File: config.mk
export PLATFORM = sky130hd
export DESIGN_NAME = etti_lerp
export DESIGN_NICKNAME = d
export VERILOG_FILES = /design/src/hw/rtl/etti_pkg.sv /design/src/hw/rtl/etti_lerp.sv
export SDC_FILE = /design/constraint.sdc
export NUM_CORES = 2
export LEC_CHECK = 0
export ABC_AREA = 1
export BUFFER_PORTS_ARGS = -buffer_cell sky130_fd_sc_hd__buf_2
export CAP_MARGIN = 20
export CORE_UTILIZATION = 45
export CTS_BUF_LIST = sky130_fd_sc_hd__clkbuf_8 sky130_fd_sc_hd__clkbuf_16
export DETAILED_ROUTE_END_ITERATION = 12
export PLACE_DENSITY = 0.65
export SLEW_MARGIN = 25
export SYNTH_ARGS = -nofsm -noshare
export SYNTH_HDL_FRONTEND = slang
export SYNTH_SLANG_ARGS = --single-unit
File: constraint.sdc
create_clock -name clk -period 9.3 [get_ports clk]
set_clock_uncertainty 0.15 [all_clocks]
set_input_delay 1.395 -clock clk [delete_from_list [all_inputs] [get_ports clk]]
set_output_delay 1.395 -clock clk [all_outputs]
set_load 0.05 [all_outputs]
File: src/hw/rtl/etti_pkg.sv
// ----------------------------------------------------------------------------
// Ewald table trilinear interpolator: shared definitions
// Grid geometry, bank layout, fixed-point widths and table word type.
// ----------------------------------------------------------------------------
package etti_pkg;

    // Grid geometry over one octant.
    localparam int GRID_CELLS  = 16;
    localparam int GRID_POINTS = GRID_CELLS + 1;
    localparam int PLANE       = GRID_POINTS * GRID_POINTS;
    localparam int TABLE_DEPTH = PLANE * GRID_POINTS;

    // Field widths.
    localparam int IDX_W  = 13;
    localparam int DATA_W = 32;
    localparam int FRAC_W = 17;
    localparam int CELL_W = $clog2(GRID_POINTS);

    // Eight banks split by the parity of each grid coordinate.
    localparam int NUM_BANKS  = 8;
    localparam int HALF       = GRID_CELLS / 2 + 1;
    localparam int BANK_DEPTH = HALF * HALF * HALF;
    localparam int BANK_AW    = $clog2(BANK_DEPTH);

    // Reciprocals for splitting a linear grid index.
    localparam int RECIP_SH   = 24;
    localparam int RECIP_PLANE = (1 << RECIP_SH) / PLANE;
    localparam int RECIP_ROW   = (1 << RECIP_SH) / GRID_POINTS;
    localparam int QPROD_W     = IDX_W + RECIP_SH;

    // Tables held in one bank word.
    localparam int NUM_TABLES = 4;
    localparam int TBL_FX     = 0;
    localparam int TBL_FY     = 1;
    localparam int TBL_FZ     = 2;
    localparam int TBL_POT    = 3;

    localparam logic [FRAC_W-1:0] FRAC_ONE = FRAC_W'(65536);

    typedef logic [NUM_TABLES-1:0][DATA_W-1:0] table_word_t;

endpackage

File: src/hw/rtl/etti_lerp.sv
// ----------------------------------------------------------------------------
// Linear interpolation lane
// Registered floor(a*(1-d) + b*d + 0.5) with d in Q1.16, one multiply.
// ----------------------------------------------------------------------------
module etti_lerp
    import etti_pkg::*;
(
    input  logic              clk,
    input  logic              en,
    input  logic [DATA_W-1:0] a,
    input  logic [DATA_W-1:0] b,
    input  logic [FRAC_W-1:0] d,
    output logic [DATA_W-1:0] y
);

    logic signed [DATA_W:0]   diff;
    logic signed [FRAC_W:0]   d_s;
    logic signed [DATA_W+18:0] prod;
    logic signed [DATA_W+18:0] sum;
    logic [DATA_W-1:0]        y_next;
    logic [DATA_W-1:0]        y_reg;

    // a*(1-d) + b*d is rewritten as a + (b-a)*d.
    always_comb
    begin
        diff   = $signed({b[DATA_W-1], b}) - $signed({a[DATA_W-1], a});
        d_s    = $signed({1'b0, d});
        prod   = (DATA_W+19)'(diff) * (DATA_W+19)'(d_s);
        sum    = ((DATA_W+19)'($signed(a)) <<< 16) + prod + (DATA_W+19)'(32768);
        y_next = sum[DATA_W+15:16];
    end

    always_ff @(posedge clk)
    begin
        if (en)
        begin
            y_reg <= y_next;
        end
    end

    assign y = y_reg;

endmodule
==> summary.md <==
| Metric | Value |
|---|---|
| Total clock sinks | 32 |
| Max Slew Vio Count | 0 |
| Top cell type's share of synthesized area | 0.472 |
| Synth Area in Simple Gates | 0.183 |
| Final wirelength | roughly 72000 um |
| Mux cell area share after synthesis | 0 |
| Status | complete, no violations |
| Crit start category | input port |
| Largest family of logic cells by synthesized area | adder cells |
| Final Cycle Share | 0.968 |
| Setup ws final | 0.301 ns |
| Routed Antenna Nets | 0 |
| Seq cells post-synth | 32 |
| Crit. End Element | flop |
| Initial DRC count | 1497 |
| Yosys cell types | 48 |
| Max_cap viols | 0 |
| Slew HR | 0.327 |
| Post-synthesis sequential area ratio | 0.0418 |
| Pre-antenna DRT Iters | 6 |
| Largest net degree at the start of global routing | 33 |
| Vias in the first global route | 20800 |
| Max reg flops | 32 |
| Largest area contributor in the netlist | fa_1 |
| Root Buffer | clkbuf_16 |
| Synthesis warning total | 0 |
| Core area | approximately 50000 um2 |
| Vias per cell | 5.12 |
| Fin nets | 3869 |
| Mapped Area | 23000 um2 |
| Fin. Hold Viols | 0 |
| Reg clk slew, reported paths | 0.05 ns |
| Slew @ Worst Pin | 1.01 ns |
| Rows | 82 |
| Post-synthesis adder-cell area fraction | 0.556 |
| TritonCTS Buffers | 5 |
| Htree depth | 2 |
| Critical-path top delay cell | fa_1 |
| DP HPWL | 63100 um |
| Syn Nets | ~3700 |
| Min-Delay Path Class | in2reg |
| RSZ-0062 raised after global routing | false |
| Final core occ | 0.507 |
| IO Count | 115 |
| Top post-synthesis cells by area | fa_1, inv_1, ha_1, nand2_1, nor2_1 |
| Post-Syn Instances | about 2900 |
| Layout area overhead | 10.9% |
| DIE AREA | 52000 um2 |
| Initial antenna violation count | 0 |
| Clock buffer depth | 2 |
| Initial Util | 0.457 |
| Fmax | 0.111 GHz |
| XOR/XNOR Fraction of Synth Area | 0.0270 |
| Layout cells sized above 1 | 0.117 |
| Critical Path RT | 9.15 ns |
| Final-report setup violation count | 0 |
| Vias | approximately 19000 |
| Drt drc | 0 |
| GRT Total Usage | 0.286 |
| Fin Hold WS | 1.58 ns |
| Post-synthesis compound-gate area fraction | 0.0453 |
| Ant diodes | 0 |
| RD Place Congestion | roughly 0.96 |
| Crit Path Max Fanout | 5 |
| CTS tree | done |
| Max stage delay on crit path | 0.57 ns |
| Grt total ovfl | 0 |
| Die width | 228 um |
| Critical path class | in2reg |
| First-pass GRT wire length | 114000 um |
| Post-Place Worst Slack | -0.305 ns |
| Syn_area_per_cell | 7.94 um2 |
| Die Span Y | ~230 um |
| Drt wl/cell | around 19 um |
| CP arrival | 8.85 ns |
| Final worst path period need | about 9 ns |
| # port buffers | about 110 |
per-layer routing:
layer  vias to the layer above  wire length (um)  GRT usage
met3                       142              5810     0.0431
met4                         0              3090      0.108
li1                       8739                 -          -
met2                       847             34900      0.492
met1                      9541             27900      0.363
met5                         -                 0          0
layout make-up:
class	instances	area (um2)
fillers	4971	24800
multi-input cells	1969	18700
inverters	814	3060
repair buffers	268	1770
flip-flops and latches	32	961
well taps	672	841
clock buffers	5	125
clock inverters	2	8.76
cells by family after synthesis:
group                    count (synthesis)
AND/OR/NAND/NOR                       1035
buffers and inverters                  892
adder cells (fa/ha/maj)                696
AO/OA/AOI/OAI                          175
XOR/XNOR                                63
flip-flops                              32
worst paths after layout:
kind	startpoint	end	slack [ns]	depth (start not counted)
worst min-delay path	en	y[0]	1.58	1
worst max-delay path	a[0]	y[20]	0.30	35
critical path: cells and delay by family:
family                   cells  cell delay (ns)
adder cells (fa/ha/maj)      9             4.04
buffers and inverters        8             0.68
AND/OR/NAND/NOR             11             1.19
AO/OA/AOI/OAI                7             1.55
through the flow:
step	area, um2	TNS [ns]	instances
2_1_floorplan	23000	0	2893
3_3_place_gp	25300	-0.281	3755
3_5_place_dp	25300	-0.428	3755
4_1_cts	25400	0	3762
5_1_grt	25500	0	3762
6_report	25500	0	3762
synthesized netlist by cell type, drive strengths merged:
master   number
inv         811
fa          542
nand2       447
nor2        422
ha          154
nand3        88
a21oi        77
clkbuf       61
or2          41
o21ai        39
edfxtp       32
xor2         32
xnor2        31
nor3         18
buf          17
a31oi        14
o21bai       12
a21o          9
nand4         8
a21boi        5
nor4          5
o21a          5
and3          4
clkinv        3
o211ai        3
a221oi        2
a31o          2
o221ai        2
o311ai        2
and2          1
nand3b        1
o2111ai       1
o31a          1
o31ai         1
cell usage in the layout, fill, tap and decap left out, types with 3 or more instances in the layout:
cell,synthesis,final
a21boi_0,4,4
a21o_1,9,9
a21oi_1,75,72
a21oi_2,1,4
a31oi_1,14,14
and3_1,4,4
buf_12,0,3
buf_2,16,114
buf_4,1,150
clkbuf_16,0,5
clkinv_1,3,3
edfxtp_1,32,32
fa_1,542,539
fa_2,0,3
ha_1,154,151
ha_2,0,3
inv_1,806,802
inv_2,5,10
nand2_1,438,437
nand2_2,9,10
nand3_1,88,88
nand4_1,7,7
nor2_1,420,416
nor2_2,2,6
nor3_1,18,16
nor4_1,5,4
o211ai_1,3,3
o21a_1,5,5
o21ai_0,34,33
o21ai_1,4,5
o21bai_1,11,11
or2_1,10,10
or2_2,31,31
xnor2_1,25,23
xnor2_2,6,8
xor2_1,29,29
xor2_2,3,3
what timing repair did:
| item | 4_1_cts | 5_1_grt |
|---|---|---|
| gates resized for setup | 1 | 22 |
| pin swaps | 0 | 2 |
| setup buffers | 0 | 0 |
| cloned | 0 | 0 |
| hold buffers | 0 | 0 |
| setup endpoints to repair | 1 | 10 |
Power is left out: the tool's default activity adds up to more than one toggle a clock period on the data nets, which glitch-free logic cannot reach.
